===== config.mk =====
export PLATFORM = sky130hd
export DESIGN_NAME = euler_totient_trial_division_top
export DESIGN_NICKNAME = d
export VERILOG_FILES = /design/src/rtl/core/etd_pkg.sv /design/src/rtl/core/etd_divider.sv /design/src/rtl/core/euler_totient_trial_division_top.sv
export SDC_FILE = /design/constraint.sdc
export NUM_CORES = 1
export LEC_CHECK = 0
export BUFFER_PORTS_ARGS = -buffer_cell sky130_fd_sc_hd__buf_2
export CAP_MARGIN = 0
export CORE_AREA = 3 3 225 227
export CTS_CLUSTER_DIAMETER = 80
export DETAILED_ROUTE_END_ITERATION = 6
export DIE_AREA = 0 0 228 230
export PLACE_DENSITY = 0.57
export SYNTH_ARGS = -nofsm -noshare
export SYNTH_HDL_FRONTEND = slang
export SYNTH_HIERARCHICAL = 1
export SYNTH_SLANG_ARGS = --single-unit
export TNS_END_PERCENT = 20

===== constraint.sdc =====
create_clock -name aclk -period 11.6 [get_ports aclk]
set_input_delay 1.16 -clock aclk [delete_from_list [all_inputs] [get_ports aclk]]
set_output_delay 1.16 -clock aclk [all_outputs]
set_load 0.01 [all_outputs]

===== src/rtl/core/etd_pkg.sv =====
// Package for the Euler totient block: value width, divider request and
// response types shared by the sequencer top level and the divider.
// No dependencies.
package etd_pkg;

    localparam int VALUE_WIDTH = 32;
    localparam int CNT_WIDTH   = $clog2(VALUE_WIDTH + 1);

    typedef logic [VALUE_WIDTH-1:0] value_t;

    typedef struct packed {
        logic   start;
        value_t dividend;
        value_t divisor;
    } div_req_t;

    typedef struct packed {
        logic   busy;
        logic   done;
        value_t quotient;
        value_t remainder;
    } div_rsp_t;

endpackage


===== src/rtl/core/etd_divider.sv =====
// Shared restoring divider, one quotient bit per cycle.
// Depends on etd_pkg for the value width and the request/response structs.
module etd_divider (
    input  logic              aclk,
    input  logic              aresetn,
    input  etd_pkg::div_req_t req,
    output etd_pkg::div_rsp_t rsp
);

    logic                      busy_reg, busy_next;
    logic                      done_reg, done_next;
    logic [etd_pkg::CNT_WIDTH-1:0] cnt_reg, cnt_next;
    etd_pkg::value_t           rem_reg, rem_next;
    etd_pkg::value_t           quo_reg, quo_next;
    etd_pkg::value_t           dvs_reg, dvs_next;

    logic [etd_pkg::VALUE_WIDTH:0] shifted;
    logic [etd_pkg::VALUE_WIDTH:0] trial;

    always_comb begin
        shifted = {rem_reg, quo_reg[etd_pkg::VALUE_WIDTH-1]};
        trial   = shifted - {1'b0, dvs_reg};
    end

    always_comb begin
        busy_next = busy_reg;
        done_next = 1'b0;
        cnt_next  = cnt_reg;
        rem_next  = rem_reg;
        quo_next  = quo_reg;
        dvs_next  = dvs_reg;
        if (req.start) begin
            busy_next = 1'b1;
            cnt_next  = etd_pkg::CNT_WIDTH'(etd_pkg::VALUE_WIDTH);
            rem_next  = '0;
            quo_next  = req.dividend;
            dvs_next  = req.divisor;
        end else if (busy_reg) begin
            // trial subtract; no borrow means the quotient bit is one
            if (!trial[etd_pkg::VALUE_WIDTH]) begin
                rem_next = trial[etd_pkg::VALUE_WIDTH-1:0];
                quo_next = {quo_reg[etd_pkg::VALUE_WIDTH-2:0], 1'b1};
            end else begin
                rem_next = shifted[etd_pkg::VALUE_WIDTH-1:0];
                quo_next = {quo_reg[etd_pkg::VALUE_WIDTH-2:0], 1'b0};
            end
            cnt_next = cnt_reg - 1'b1;
            if (cnt_reg == etd_pkg::CNT_WIDTH'(1)) begin
                busy_next = 1'b0;
                done_next = 1'b1;
            end
        end
    end

    always_ff @(posedge aclk) begin
        if (!aresetn) begin
            busy_reg <= 1'b0;
            done_reg <= 1'b0;
            cnt_reg  <= '0;
        end else begin
            busy_reg <= busy_next;
            done_reg <= done_next;
            cnt_reg  <= cnt_next;
        end
        rem_reg <= rem_next;
        quo_reg <= quo_next;
        dvs_reg <= dvs_next;
    end

    always_comb begin
        rsp.busy      = busy_reg;
        rsp.done      = done_reg;
        rsp.quotient  = quo_reg;
        rsp.remainder = rem_reg;
    end

endmodule


===== src/rtl/core/euler_totient_trial_division_top.sv =====
// Euler totient by trial division: sequencer around one shared divider.
// Each item runs a chain of divides: one per trial candidate, one per
// prime-power strip and one per totient update; only one item at a time.
// The finished result sits in an output register until taken.
// Reset (aresetn, synchronous, active low) returns to idle with no result.
module euler_totient_trial_division_top (
    input  logic        aclk,
    input  logic        aresetn,
    input  logic        s_valid,
    output logic        s_ready,
    input  logic [31:0] s_number_in,
    output logic        m_valid,
    input  logic        m_ready,
    output logic [31:0] m_totient
);

    typedef enum logic [2:0] {
        ST_IDLE,
        ST_TEST,
        ST_STRIP,
        ST_SUB,
        ST_LAST,
        ST_DONE
    } state_t;

    state_t            state_reg, state_next;
    etd_pkg::value_t   rest_reg, rest_next;
    etd_pkg::value_t   acc_reg, acc_next;
    etd_pkg::value_t   d_reg, d_next;
    logic              m_valid_reg, m_valid_next;
    logic [31:0]       m_totient_reg, m_totient_next;
    etd_pkg::div_req_t req_reg, req_next;
    etd_pkg::div_rsp_t rsp;
    etd_pkg::value_t   n_in;
    etd_pkg::value_t   d_inc;

    etd_divider u_div (
        .aclk    (aclk),
        .aresetn (aresetn),
        .req     (req_reg),
        .rsp     (rsp)
    );

    always_comb begin
        n_in  = etd_pkg::VALUE_WIDTH'(s_number_in);
        d_inc = d_reg + 1'b1;
    end

    always_comb begin
        state_next     = state_reg;
        rest_next      = rest_reg;
        acc_next       = acc_reg;
        d_next         = d_reg;
        m_valid_next   = m_valid_reg;
        m_totient_next = m_totient_reg;
        req_next       = req_reg;
        req_next.start = 1'b0;

        if (m_valid_reg && m_ready) begin
            m_valid_next = 1'b0;
        end

        case (state_reg)
            ST_IDLE: begin
                if (s_valid) begin
                    rest_next = n_in;
                    d_next    = etd_pkg::VALUE_WIDTH'(2);
                    if (n_in <= etd_pkg::VALUE_WIDTH'(1)) begin
                        acc_next   = '0;
                        state_next = ST_DONE;
                    end else begin
                        acc_next          = n_in;
                        req_next.start    = 1'b1;
                        req_next.dividend = n_in;
                        req_next.divisor  = etd_pkg::VALUE_WIDTH'(2);
                        state_next        = ST_TEST;
                    end
                end
            end
            ST_TEST: begin
                if (rsp.done) begin
                    if (d_reg > rsp.quotient) begin
                        // d*d exceeds the cofactor: what is left is 1 or a prime
                        if (rest_reg > etd_pkg::VALUE_WIDTH'(1)) begin
                            req_next.start    = 1'b1;
                            req_next.dividend = acc_reg;
                            req_next.divisor  = rest_reg;
                            state_next        = ST_LAST;
                        end else begin
                            state_next = ST_DONE;
                        end
                    end else if (rsp.remainder == '0) begin
                        rest_next         = rsp.quotient;
                        req_next.start    = 1'b1;
                        req_next.dividend = rsp.quotient;
                        req_next.divisor  = d_reg;
                        state_next        = ST_STRIP;
                    end else begin
                        d_next            = d_inc;
                        req_next.start    = 1'b1;
                        req_next.dividend = rest_reg;
                        req_next.divisor  = d_inc;
                    end
                end
            end
            ST_STRIP: begin
                if (rsp.done) begin
                    if (rsp.remainder == '0) begin
                        rest_next         = rsp.quotient;
                        req_next.start    = 1'b1;
                        req_next.dividend = rsp.quotient;
                        req_next.divisor  = d_reg;
                    end else begin
                        req_next.start    = 1'b1;
                        req_next.dividend = acc_reg;
                        req_next.divisor  = d_reg;
                        state_next        = ST_SUB;
                    end
                end
            end
            ST_SUB: begin
                if (rsp.done) begin
                    acc_next          = acc_reg - rsp.quotient;
                    d_next            = d_inc;
                    req_next.start    = 1'b1;
                    req_next.dividend = rest_reg;
                    req_next.divisor  = d_inc;
                    state_next        = ST_TEST;
                end
            end
            ST_LAST: begin
                if (rsp.done) begin
                    acc_next   = acc_reg - rsp.quotient;
                    state_next = ST_DONE;
                end
            end
            ST_DONE: begin
                if (!m_valid_reg || m_ready) begin
                    m_valid_next   = 1'b1;
                    m_totient_next = 32'(acc_reg);
                    state_next     = ST_IDLE;
                end
            end
            default: begin
                state_next = ST_IDLE;
            end
        endcase
    end

    always_ff @(posedge aclk) begin
        if (!aresetn) begin
            state_reg     <= ST_IDLE;
            m_valid_reg   <= 1'b0;
            req_reg.start <= 1'b0;
        end else begin
            state_reg     <= state_next;
            m_valid_reg   <= m_valid_next;
            req_reg.start <= req_next.start;
        end
        rest_reg         <= rest_next;
        acc_reg          <= acc_next;
        d_reg            <= d_next;
        m_totient_reg    <= m_totient_next;
        req_reg.dividend <= req_next.dividend;
        req_reg.divisor  <= req_next.divisor;
    end

    assign s_ready   = (state_reg == ST_IDLE);
    assign m_valid   = m_valid_reg;
    assign m_totient = m_totient_reg;

`ifndef SYNTHESIS
    a_idle_div_quiet: assert property (@(posedge aclk) disable iff (!aresetn)
        state_reg == ST_IDLE |-> !rsp.busy && !req_reg.start)
        else $error("divider active while sequencer idle");

    a_start_when_free: assert property (@(posedge aclk) disable iff (!aresetn)
        req_reg.start |-> !rsp.busy)
        else $error("divide started while divider busy");

    a_trial_divisor: assert property (@(posedge aclk) disable iff (!aresetn)
        (state_reg == ST_TEST || state_reg == ST_STRIP || state_reg == ST_SUB)
        |-> d_reg >= etd_pkg::VALUE_WIDTH'(2))
        else $error("trial divisor below two");

    a_accept_idle: assert property (@(posedge aclk) disable iff (!aresetn)
        s_valid && s_ready |=> state_reg != ST_IDLE)
        else $error("accepted item did not leave idle");
`endif

endmodule

# --- Yosys cells after proc, flatten, opt, wreduce, memory -nomap -nowiden ---
# Cells that the tools add are included.
# W data, S select, Z words.
totals:
  ff_bits: 301
  inputBits: 36
  wordCells: 114
op_classes:
  addsub: 4
  n_lt_le_gt_ge: 3
  n_eq_ne: 19
  muxes: 51
  bitwise_logic: 2
  reduce_logical: 19
ops:
  columns: ["op", "n"]
  rows:
  - ["$mux W32", 16]
  - ["$mux W65", 7]
  - ["$pmux W65 S4", 1]
  - ["$pmux W32 S3", 2]
  - ["$mux W64", 2]
  - ["$pmux W32 S2", 1]
  - ["$sub A33 B32 Y33", 1]
  - ["$add A32 B1 Y32 const B", 1]
  - ["$gt A32 B1 Y1 const B", 1]
  - ["$gt A32 B32 Y1", 1]
  - ["$le A32 B1 Y1 const B", 1]
  - ["$logic_not A32 Y1", 1]
  - ["$sub A32 B32 Y32", 1]
  - ["$mux W3", 10]
  - ["$pmux W3 S6", 1]
  - ["$mux W6", 2]
  - ["$ne A2 B2 Y1 const B", 6]
  - ["$ne A2 B1 Y1 const B", 5]
  - ["$mux W1", 9]
  - ["$reduce_and A8 Y1", 1]
  - ["$reduce_and A7 Y1", 1]
  - ["$eq A3 B2 Y1 const B", 2]
  - ["$eq A3 B3 Y1 const B", 2]
  - ["$eq A6 B1 Y1 const B", 1]
  - ["17 further kinds", 22]

# --- Logic depth before layout (Yosys ltp) ---
# Gate-level depths: netlist of the first run.
logic_depth:
  depth_word: 5
  ltp_mapped: 14
  ltp_nobuf: 12

# --- Hierarchy ---
# Netlist of the first run, hierarchy kept.
modules_own_cells:
  columns: ["mod", "n_inst", "cells_per_inst", "area_each_um2", "seq_area_each_um2"]
  rows:
  - ["euler_totient_trial_division_top", 1, 1458, 13437.9, 5865.6]
  - ["etd_divider", 1, 578, 6015.8, 2722.6]

# --- Least setup slack after synthesis of the first run ---
# Ideal clock, no wire load.
synth_timing:
  path_kind: "register to register"
  from: "reg d_reg[15]"
  to: "reg req_reg[0] (netlist name) (enable)"
  arrival_time_ns: 6.676
  slack_ns: 4.350
  stages_incl_launch_ff: 11
  path_buffers: 1
  cell_sequence: "edfxtp_1 ha_1 nand4_1 nor3_1 a211oi_1 nand3_1 o31a_1 o21ai_1 clkbuf_1 nor3_1 o21ai_0"
synth_between:
  elab_chain_len: 3
synth_rtl:
  columns: ["item", "line", "text"]
  rows:
  - ["start: declaration", "euler_totient_trial_division_top.sv:29", "etd_pkg::value_t d_reg, d_next;"]
  - ["start signal: assignment", "euler_totient_trial_division_top.sv:162", "d_reg <= d_next;"]
  - ["$gt A32 B32 Y1", "euler_totient_trial_division_top.sv:82", "if (d_reg > rsp.quotient) begin"]
  - ["$ne A3 B3 Y1 (no source line)", null, null]
  - ["$reduce_and A7 Y1 (no source line)", null, null]
  - ["end: declaration", "euler_totient_trial_division_top.sv:32", "etd_pkg::div_req_t req_reg, req_next;"]
# No other way between the ends.
# A chain may end at the register's enable or synchronous reset.

# --- Worst setup path after layout of the first run ---
layout_timing:
  from: "reg d_reg[22]"
  to: "reg req_reg[29] (netlist name) (enable)"
# The elaborated chain is that of the path after synthesis.

==> Implementation_results.wiki, run 1 <==
{| class="wikitable"
! Metric !! Value
|-
| Worst slack on hold paths || 0.410 ns
|-
| Number of violations reported at the end of detailed-routing iteration 0 || 1243
|-
| Syn. warnings || 6
|-
| Ratio of total power to cell area || 174 nW/um^2
|-
| Setup crit start kind || register
|-
| Cell area after synthesis || around 19000 um^2
|-
| Post-Syn Nets || 2171
|-
| WHS Endpoint || u_div/dvs_reg[5]
|-
| Num CTS Buffers || 37
|-
| DRC violations left || 0
|-
| Clock tree from TritonCTS || done
|-
| Type of the tightest min-delay check || reg2reg
|-
| Clock network latency to the later pin of the worst-skew pair || 0.55 ns
|-
| Count of maximum capacitance violations || 0
|-
| Port bufs || 69
|-
| Per-instance average area after synthesis || 9.56 um^2
|-
| Highest ir drop seen on vdd || 0.109 mV
|-
| Share of post-route cells with drive strength above 1 || 12.1%
|-
| Total of hold buffers inserted after clock tree synthesis || 0
|-
| Worst Hold Path Cells || 0
|-
| Final Instance Count excl. Fillers || between 2k and 3k
|-
| Global-route wire length before repair || approximately 90 mm
|-
| Deepest clock path buffer count || 3
|-
| Placed cells || 2667
|-
| Placement Rows || 81
|-
| Routed wire length || 58.1 mm
|-
| Number of cells produced by synthesis || 2035
|-
| Setup repair after global routing missed its margin || no
|-
| Number of clock sinks || between 300 and 400
|-
| Setup TNS Final || 0 ns
|-
| Critical path start-end classification || reg2reg
|-
| Post-place setup slack || 7.14 ns
|-
| Endpoint kind of the worst setup timing path || register
|-
| Total routing usage reported by global routing || 21.6%
|-
| Total grt overflow || 0
|-
| Leakage Power || 8.07 nW
|-
| Clk slew on worst S/H paths || 0.06 ns
|-
| Worst path setup slack after routing || 7.11 ns
|-
| Register area || 8590 um^2
|-
| Number of placed I/O pins || 70
|-
| Via count of the first global-routing pass || 15.5k
|-
| Reg-to-reg critical path endpoint || req_reg[29]
|-
| Max Slew Vio Count || 0
|-
| Total die area || 52400 um^2
|-
| Half-perimeter wire length of the detailed placement result || 39.6 mm
|-
| Mean routed wirelength per cell || 21.3 um
|-
| Required arrival time at the worst endpoint || around 12 ns
|-
| Layout overhead on the synthesized area || 11.2%
|-
| Data arrival time of the critical path || 4.64 ns
|-
| Minimum period implied by the final worst setup slack || about 4.5 ns
|-
| Count of cells resized by post-cts repair || 0
|-
| Largest net degree at the start of global routing || 87
|-
| FF-to-FF setup slack || 7.11 ns
|-
| Chip Width || 228 um
|-
| Post-CTS setup buffers || 0
|-
| Number of vias after detailed routing || between 15k and 20k
|-
| Routed Antenna Nets || 0
|-
| Largest fanout on the critical path || between 40 and 50
|-
| Height of the die || around 230 um
|-
| Total chip power || between 3 and 4 mW
|-
| CTS root buf || sky130_fd_sc_hd__clkbuf_16
|-
| Final-layout fill cell count || 4713
|-
| Layout Skew || 0.0305 ns
|-
| Via density per instance || 5.85
|-
| Number of cells traversed by the worst register-to-register path || 11
|-
| Post-route fraction of the period consumed by the critical path || between 30% and 40%
|-
| Total inserted antenna cells || 0
|-
| Layout net count || 2178
|-
| Max Fclk || 223 MHz
|-
| Start point of the worst hold path || req_reg[5]
|-
| Source of the worst register-to-register timing path || d_reg[22]
|-
| Area used by multi-input combinational logic || ~10000 um^2
|-
| Final Hold Violating Endpoints || 0
|-
| Initial Util || around 40%
|-
| Antenna violations before repair || 0
|-
| Max FFs per register || 65
|-
| Setup Viol. Count Final || 0
|-
| Slew at the pin closest to its max-slew limit || about 1.2 ns
|-
| Run status || complete, no violations
|-
| Placeable core region || between 40000 and 50000 um^2
|-
| H-tree level count || 2
|-
| Router iterations before antenna repair || 5
|-
| Max transition margin || 23.1%
|-
| Weighted congestion at the end of routability-driven global placement || roughly 0.9
|}
[layout make-up]
cell class                 count  area share (%)
multi-input combinational   1516            46.7
sequential                   301            39.7
clock buffer                  47            4.70
tap                          664            3.84
timing repair buffer          92            2.40
inverter                      94            1.63
clock inverter                19            1.02
[how the worst max path moves through the flow]
stage	startpoint	cells past startpoint	to	slack (ns)
final	d_reg[22]	11	req_reg[29]	7.11
after global routing	d_reg[22]	11	req_reg[61]	6.84
after CTS	d_reg[22]	11	req_reg[61]	7.14
after detailed placement	d_reg[22]	11	req_reg[60]	7.14
after global placement	d_reg[22]	11	req_reg[60]	7.17
after floorplan	d_reg[15]	10	req_reg[0]	4.35
[per-stage QoR]
| stage | util (%) | area [um^2] |
|---|---|---|
| 6_report | 44.3 | 21600 |
| 3_5_place_dp | 41.7 | 20400 |
| 3_3_place_gp | 41.7 | 20400 |
| 5_1_grt | 44.3 | 21600 |
| 2_1_floorplan | - | 19400 |
| 4_1_cts | 44.3 | 21600 |
[report_power, final]
group | internal, mW | switching (mW) | leakage, nW | total, mW
Sequential | 1.33 | 0.144 | 2.83 | 1.47
Combinational | 0.449 | 0.650 | 4.65 | 1.10
Clock | 0.731 | 0.472 | 0.603 | 1.20
Total | 2.51 | 1.27 | 8.07 | 3.77
[metal layers]
metal  global-route usage (%)  wire length, um
met1                     28.8            25700
met2                     35.9            27200
met3                     2.86             3130
met4                     8.07             2060
met5                        0                0
[cell usage in the layout, fill, tap and decap left out, types with 16 or more instances in the layout]
cell type / n
sky130_fd_sc_hd__nand2_1: 296
sky130_fd_sc_hd__edfxtp_1: 256
sky130_fd_sc_hd__a21oi_1: 156
sky130_fd_sc_hd__nor2_1: 137
sky130_fd_sc_hd__ha_1: 98
sky130_fd_sc_hd__inv_1: 91
sky130_fd_sc_hd__xnor2_1: 73
sky130_fd_sc_hd__nand3_1: 69
sky130_fd_sc_hd__buf_2: 69
sky130_fd_sc_hd__mux2_2: 64
sky130_fd_sc_hd__xor2_1: 61
sky130_fd_sc_hd__o21ai_0: 60
sky130_fd_sc_hd__o211ai_1: 47
sky130_fd_sc_hd__dfxtp_1: 43
sky130_fd_sc_hd__clkbuf_16: 39
sky130_fd_sc_hd__a21o_1: 36
sky130_fd_sc_hd__a221oi_1: 34
sky130_fd_sc_hd__a211oi_1: 32
sky130_fd_sc_hd__mux2i_1: 29
sky130_fd_sc_hd__nor3_1: 27
sky130_fd_sc_hd__nand4_1: 27
sky130_fd_sc_hd__nor4_1: 25
sky130_fd_sc_hd__buf_4: 23
sky130_fd_sc_hd__and3_1: 21
sky130_fd_sc_hd__o21a_1: 18
sky130_fd_sc_hd__nand2b_1: 16
[critical path: stages (launching register included)]
cell,delay [ns]
sky130_fd_sc_hd__edfxtp_1,0.63
sky130_fd_sc_hd__ha_1,0.41
sky130_fd_sc_hd__a21o_1,0.18
sky130_fd_sc_hd__a21o_1,0.20
sky130_fd_sc_hd__nand2b_1,0.08
sky130_fd_sc_hd__nand3_1,0.07
sky130_fd_sc_hd__o31a_1,0.32
sky130_fd_sc_hd__o21ai_4,0.16
sky130_fd_sc_hd__buf_4,0.45
sky130_fd_sc_hd__nor3_1,0.17
sky130_fd_sc_hd__o21ai_4,0.76
sky130_fd_sc_hd__buf_4,0.62
Power figures use the tool's default switching activity.
==> inputs of run 2 (changes only) <==
--- a/config.mk
+++ b/config.mk
@@ -5,13 +5,14 @@
 export SDC_FILE = /design/constraint.sdc
 export NUM_CORES = 1
 export LEC_CHECK = 0
+export ABC_AREA = 1
 export BUFFER_PORTS_ARGS = -buffer_cell sky130_fd_sc_hd__buf_2
 export CAP_MARGIN = 0
-export CORE_AREA = 3 3 225 227
+export CORE_AREA = 3 3 230 232
 export CTS_CLUSTER_DIAMETER = 80
 export DETAILED_ROUTE_END_ITERATION = 6
-export DIE_AREA = 0 0 228 230
-export PLACE_DENSITY = 0.57
+export DIE_AREA = 0 0 233 235
+export PLACE_DENSITY = 0.59
 export SYNTH_ARGS = -nofsm -noshare
 export SYNTH_HDL_FRONTEND = slang
 export SYNTH_HIERARCHICAL = 1
==> constraint.sdc (replaced) <==
create_clock -name aclk -period 3.88 [get_ports aclk]
set_input_delay 0.388 -clock aclk [delete_from_list [all_inputs] [get_ports aclk]]
set_output_delay 0.388 -clock aclk [all_outputs]
set_load 0.01 [all_outputs]
==> run 2 against run 1 <==
Against the previous run:
- fmax up 38%
- combinational power rose to 6.9 times the previous value
- die area up 4.4%
- first-iteration DRC count up 30%
- cell count up 27%
- sequential power rose to 4.0 times the previous value
- global-route usage up 1.8 points
- via count up 16%
- critical path type unchanged
==> Implementation_results.wiki, run 2 <==
{| class="wikitable"
! Metric !! Value
|-
| Number of cells produced by synthesis || 2707
|-
| Syn. warnings || 6
|-
| Post-route fraction of the period consumed by the critical path || between 80% and 90%
|-
| Commonest non-fill, non-tap cells in the layout || sky130_fd_sc_hd__nand2_1 (822), sky130_fd_sc_hd__inv_1 (397), sky130_fd_sc_hd__edfxtp_1 (256)
|-
| Clock network latency to the later pin of the worst-skew pair || 0.55 ns
|-
| Register area || 8590 um^2
|-
| Max FFs per register || 65
|-
| Total inserted antenna cells || 0
|-
| Routed wire length || 64.6 mm
|-
| Clock tree from TritonCTS || done
|-
| Post-route core utilization || 44.3%
|-
| Ratio of total power to cell area || roughly 750 nW/um^2
|-
| Cell chain of the critical path || inv_1 -> ha_1 -> fa_1 -> inv_1 -> nand2_1 -> nand2_1 -> nand3_1 -> nand2_1 -> nand2_1 -> nand2_1 -> nand2_2 -> nand2_2 -> nand2_1 -> nand2_2 -> o21ai_0
|-
| Post-Syn Nets || 2843
|-
| Required arrival time at the worst endpoint || 4.16 ns
|-
| Height of the die || 235 um
|-
| Start point of the worst hold path || aresetn
|-
| Critical path start-end classification || reg2reg
|-
| Layout Skew || approximately 0.021 ns
|-
| Layout overhead on the synthesized area || 11.6%
|-
| Number of clock sinks || 301
|-
| Cell area after synthesis || 20300 um^2
|-
| Slew at the pin closest to its max-slew limit || 1.05 ns
|-
| Total routing usage reported by global routing || 23.4%
|-
| Per-instance average area after synthesis || 7.51 um^2
|-
| Placeable core region || about 51000 um^2
|-
| Half-perimeter wire length of the detailed placement result || 47.3 mm
|-
| Number of vias after detailed routing || 18.5k
|-
| Count of maximum capacitance violations || 0
|-
| Worst slack on hold paths || 0.127 ns
|-
| Clk slew on worst S/H paths || about 0.060 ns
|-
| Antenna violations before repair || 0
|-
| Setup Viol. Count Final || 0
|-
| Mean routed wirelength per cell || ~19 um
|-
| Placement Rows || 83
|-
| Setup crit start kind || register
|-
| Library cell appearing most often on the critical path || sky130_fd_sc_hd__nand2_1
|-
| Leakage Power || 10.2 nW
|-
| Stage delay of the slowest cell on the critical path || 0.53 ns
|-
| Weighted congestion at the end of routability-driven global placement || 0.953
|-
| Endpoint kind of the worst setup timing path || register
|-
| Launching element of the worst setup path || u_div/quo_reg[31]
|-
| Global-route wire length before repair || 101 mm
|-
| Max Slew Vio Count || 0
|-
| Largest fanout on the critical path || 33
|-
| Total die area || 54800 um^2
|-
| Most common library cell in the layout ignoring fill and taps || sky130_fd_sc_hd__nand2_1
|-
| Port bufs || 69
|-
| Count of cells resized by post-cts repair || 0
|-
| Share of post-route cells with drive strength above 1 || roughly 7.1%
|-
| DRC violations left || 0
|-
| Minimum period implied by the final worst setup slack || 3.25 ns
|-
| Number of violations reported at the end of detailed-routing iteration 0 || between 1.5k and 2k
|-
| Run status || complete, no violations
|-
| Data arrival time of the critical path || between 3 and 4 ns
|-
| Max transition margin || between 30% and 40%
|-
| Area used by multi-input combinational logic || around 9900 um^2
|-
| Setup TNS Final || 0 ns
|-
| Total grt overflow || 0
|-
| Cell with the largest stage delay on the worst path || sky130_fd_sc_hd__nand2_2
|-
| Router iterations before antenna repair || 6
|-
| Buf/Inv on CP || 2
|-
| Max Fclk || 308 MHz
|-
| Chip Width || approximately 230 um
|-
| Number of placed I/O pins || 70
|-
| Initial Util || around two fifths
|-
| Kind of cell with the highest combined delay on the critical path || simple AND/OR/NAND/NOR gates
|-
| Final-layout fill cell count || 5104
|-
| Routed Antenna Nets || 0
|-
| Total of hold buffers inserted after clock tree synthesis || 0
|-
| Type of the tightest min-delay check || in2reg
|-
| Highest ir drop seen on vdd || 0.561 mV
|-
| H-tree level count || 2
|-
| Num CTS Buffers || 38
|-
| CTS root buf || sky130_fd_sc_hd__clkbuf_16
|-
| Deepest clock path buffer count || 3
|-
| Source of the worst register-to-register timing path || u_div/quo_reg[31]
|-
| Setup repair after global routing missed its margin || no
|-
| Via density per instance || 5.33
|-
| Final Hold Violating Endpoints || 0
|-
| Layout net count || approximately 2.9k
|-
| Via count of the first global-routing pass || 18.2k
|-
| Post-CTS setup buffers || 0
|-
| Largest net degree at the start of global routing || 128
|}
-- run 2: final cells by class --
type,instances,share of cell area (%)
clock buffers,49,4.66
clock inverters,17,0.850
inverters,405,6.70
multi-input cells,1916,43.5
flip-flops and latches,301,37.9
well taps,680,3.75
repair buffers,96,2.64
-- run 2: worst reg2reg max path, stage by stage (launching register included) --
cell,delay (ns)
sky130_fd_sc_hd__edfxtp_1,0.40
sky130_fd_sc_hd__inv_1,0.18
sky130_fd_sc_hd__ha_1,0.29
sky130_fd_sc_hd__fa_1,0.42
sky130_fd_sc_hd__inv_1,0.09
sky130_fd_sc_hd__nand2_1,0.05
sky130_fd_sc_hd__nand2_1,0.11
sky130_fd_sc_hd__nand3_1,0.09
sky130_fd_sc_hd__nand2_1,0.16
sky130_fd_sc_hd__nand2_1,0.07
sky130_fd_sc_hd__nand2_1,0.16
sky130_fd_sc_hd__nand2_2,0.11
sky130_fd_sc_hd__nand2_2,0.08
sky130_fd_sc_hd__nand2_1,0.06
sky130_fd_sc_hd__nand2_2,0.53
sky130_fd_sc_hd__o21ai_0,0.18
-- run 2: worst paths after layout --
kind / endpoint / slack (ns) / cells after the start
max: u_div/quo_reg[0] / 0.63 / 15
min: u_div/busy_reg / 0.13 / 3
max reg2reg: u_div/quo_reg[0] / 0.63 / 15
min reg2reg: u_div/dvs_reg[27] / 0.42 / 0
-- run 2: stage by stage --
step	cells	power (mW)	worst slack (ns)	cell area (um^2)
after global routing	3464	18.2	0.360	22700
after detailed placement	3398	13.3	0.602	21400
after floorplan	2707	10.9	0.620	20300
final	3464	17.0	0.631	22700
after global placement	3398	13.2	0.706	21400
after CTS	3464	17.0	0.619	22700
-- run 2: power by group --
part	leakage, nW	internal, mW	switching, mW
clock network	0.608	2.19	1.42
logic	6.75	2.29	5.26
registers	2.83	4.87	0.966
total	10.2	9.35	7.65
-- run 2: layer usage --
| layer | wire, um | GRT usage [%] |
|---|---|---|
| met2 | 30200 | 39.0 |
| met4 | 2620 | 9.11 |
| met3 | 3970 | 3.38 |
| met1 | 27800 | 30.6 |
| met5 | 0 | 0 |
==> inputs of run 3 (changes only) <==
--- a/config.mk
+++ b/config.mk
@@ -5,13 +5,13 @@
 export SDC_FILE = /design/constraint.sdc
 export NUM_CORES = 1
 export LEC_CHECK = 0
-export ABC_AREA = 1
+export ABC_AREA = 0
 export BUFFER_PORTS_ARGS = -buffer_cell sky130_fd_sc_hd__buf_2
 export CAP_MARGIN = 0
-export CORE_AREA = 3 3 230 232
+export CORE_AREA = 3 3 225 227
 export CTS_CLUSTER_DIAMETER = 80
 export DETAILED_ROUTE_END_ITERATION = 6
-export DIE_AREA = 0 0 233 235
+export DIE_AREA = 0 0 228 230
 export PLACE_DENSITY = 0.59
 export SYNTH_ARGS = -nofsm -noshare
 export SYNTH_HDL_FRONTEND = slang
==> constraint.sdc (replaced) <==
create_clock -name aclk -period 2.9 [get_ports aclk]
set_input_delay 0.29 -clock aclk [delete_from_list [all_inputs] [get_ports aclk]]
set_output_delay 0.29 -clock aclk [all_outputs]
set_load 0.01 [all_outputs]
==> run 3 against run 2 <==
Against the previous run:
- the run now ends with negative setup slack left
- critical path depth down 3
- non-clock buffer count up 258
- total power down 3.7%
- first-iteration DRC count down 14%
- utilization up 5.8 points
- largest power group unchanged
==> Implementation_results.wiki, run 3 (synthesized netlist as in run 1, its figures left out) <==
{| class="wikitable"
! Metric !! Value
|-
| Run status || complete, but fails checks
|-
| Violated checks || negative setup slack
|-
| Final Instance Count excl. Fillers || 2998
|-
| Critical path start-end classification || reg2reg
|-
| Stage delay of the slowest cell on the critical path || 0.39 ns
|-
| Max Fclk || approximately 330 MHz
|-
| Layout Skew || 0.0385 ns
|-
| Weighted congestion at the end of routability-driven global placement || 0.883
|-
| Chip Width || between 200 and 250 um
|-
| Total die area || 52400 um^2
|-
| CTS root buf || sky130_fd_sc_hd__clkbuf_16
|-
| Largest fanout on the critical path || 3
|-
| Required arrival time at the worst endpoint || between 3 and 4 ns
|-
| Kind of cell with the highest combined delay on the critical path || compound AO/OA/AOI/OAI gates
|-
| Height of the die || 230 um
|-
| Total chip power || 16.4 mW
|-
| Post-place setup slack || -0.250 ns
|-
| Area of placed instances || 22200 um^2
|-
| Minimum period implied by the final worst setup slack || 3.00 ns
|-
| Deepest clock path buffer count || 3
|-
| Setup Viol. Count Final || 98
|-
| Area used by multi-input combinational logic || approximately 11000 um^2
|-
| Total inserted antenna cells || 0
|-
| Max transition margin || 14.9%
|-
| Endpoint kind of the worst setup timing path || register
|-
| Half-perimeter wire length of the detailed placement result || 42.1 mm
|-
| Worst path setup slack after routing || -0.0989 ns
|-
| Router iterations before antenna repair || 6
|-
| Library cell appearing most often on the critical path || sky130_fd_sc_hd__buf_4
|-
| Max Slew Vio Count || 0
|-
| DRC violations left || 0
|-
| Number of vias after detailed routing || 17.2k
|-
| H-tree level count || 2
|-
| Data arrival time of the critical path || 3.32 ns
|-
| Mean routed wirelength per cell || 20.5 um
|-
| Cell chain of the critical path || buf_4 -> ha_1 -> nor2b_1 -> o2111ai_2 -> buf_4 -> nand4_1 -> buf_6 -> a311oi_4 -> o21ai_2 -> o21a_1 -> or3_1 -> a31o_1
|-
| Clk slew on worst S/H paths || 0.06 ns
|-
| Buf/Inv on CP || 3
|-
| Highest ir drop seen on vdd || 0.367 mV
|-
| Share of post-route cells with drive strength above 1 || approximately a quarter
|-
| Commonest non-fill, non-tap cells in the layout || sky130_fd_sc_hd__nand2_1 (281), sky130_fd_sc_hd__edfxtp_1 (256), sky130_fd_sc_hd__buf_4 (244)
|-
| Cell with the largest stage delay on the worst path || sky130_fd_sc_hd__edfxtp_1
|-
| Final Hold Violating Endpoints || 0
|-
| Number of placed I/O pins || 70
|-
| Total routing usage reported by global routing || between 20 and 25%
|-
| Max FFs per register || 65
|-
| Num CTS Buffers || 38
|-
| Placement Rows || between 80 and 90
|-
| Total grt overflow || 0
|-
| Largest net degree at the start of global routing || 67
|-
| Via density per instance || 5.73
|-
| Antenna violations before repair || 0
|-
| Count of maximum capacitance violations || 0
|-
| Type of the tightest min-delay check || in2reg
|-
| Layout net count || 2441
|-
| Routed wire length || around 62 mm
|-
| Final-layout fill cell count || 4519
|-
| Post-route fraction of the period consumed by the critical path || 103%
|-
| Ratio of total power to cell area || 669 nW/um^2
|-
| Initial Util || 39.8%
|-
| Post-route core utilization || 50.1%
|-
| Clock tree from TritonCTS || done
|-
| Placed cells || 2883
|-
| Setup repair after global routing missed its margin || yes
|-
| Layout overhead on the synthesized area || 25.9%
|-
| Register area || 8590 um^2
|-
| Cell area after layout || 24500 um^2
|-
| Setup TNS Final || -3.24 ns
|-
| Via count of the first global-routing pass || 16.6k
|-
| Placeable core region || around 49000 um^2
|-
| Routed Antenna Nets || 0
|-
| Number of clock sinks || roughly 300
|-
| Clock network latency to the later pin of the worst-skew pair || 0.57 ns
|-
| Worst slack on hold paths || 0.0695 ns
|-
| Leakage Power || between 9 and 10 nW
|-
| Global-route wire length before repair || 93.1 mm
|-
| Setup crit start kind || register
|-
| Number of violations reported at the end of detailed-routing iteration 0 || ~1.4k
|-
| Port bufs || 69
|-
| Most common library cell in the layout ignoring fill and taps || sky130_fd_sc_hd__nand2_1
|-
| Slew at the pin closest to its max-slew limit || 1.27 ns
|}
## run 3: area by class of cell
cell class / instances / area share [%]
clock inverters: 13 / 0.383
well taps: 664 / 3.39
repair buffers: 354 / 12.1
flip-flops and latches: 301 / 35.1
inverters: 94 / 1.44
multi-input cells: 1516 / 43.3
clock buffers: 56 / 4.29
## run 3: what timing repair did
item | in CTS | in global routing
setup buffers | 16 | 22
hold buffers | 0 | 0
pin swaps | 16 | 57
endpoints found under the hold margin | 0 | 0
cloned | 4 | 7
gates resized for setup | 50 | 111
setup endpoints to repair | 212 | 225
## run 3: routing by layer
metal | track usage [%] | wire (um)
met1 | 29.5 | 26200
met2 | 37.4 | 29300
met3 | 3.89 | 4450
met4 | 6.49 | 1580
met5 | 0 | 0
## run 3: worst register-to-register path, stage by stage, from the launching register on
cell and delay (ns):
sky130_fd_sc_hd__edfxtp_1 0.39, sky130_fd_sc_hd__buf_4 0.15, sky130_fd_sc_hd__ha_1 0.27, sky130_fd_sc_hd__nor2b_1 0.16, sky130_fd_sc_hd__o2111ai_2 0.24, sky130_fd_sc_hd__buf_4 0.17
sky130_fd_sc_hd__nand4_1 0.09, sky130_fd_sc_hd__buf_6 0.15, sky130_fd_sc_hd__a311oi_4 0.33, sky130_fd_sc_hd__o21ai_2 0.10, sky130_fd_sc_hd__o21a_1 0.18, sky130_fd_sc_hd__or3_1 0.30
sky130_fd_sc_hd__a31o_1 0.22
## run 3: path summary, 6_finish.rpt
kind / start / slack, ns / cells after the start / end
worst min-delay path: s_number_in[3] / 0.07 / 3 / acc_reg[3]
worst max register to register: acc_reg[1] / -0.1 / 12 / acc_reg[27]
worst max-delay path: acc_reg[1] / -0.1 / 12 / acc_reg[27]
worst min register to register: req_reg[19] / 0.41 / 0 / u_div/dvs_reg[19]
## run 3: power by group
group / internal [mW] / total [mW] / switching (mW) / leakage, nW
registers: 5.30 / 5.77 / 0.470 / 2.83
clock network: 2.53 / 4.45 / 1.92 / 0.555
logic: 2.96 / 6.15 / 3.19 / 6.15
total: 10.8 / 16.4 / 5.58 / 9.54
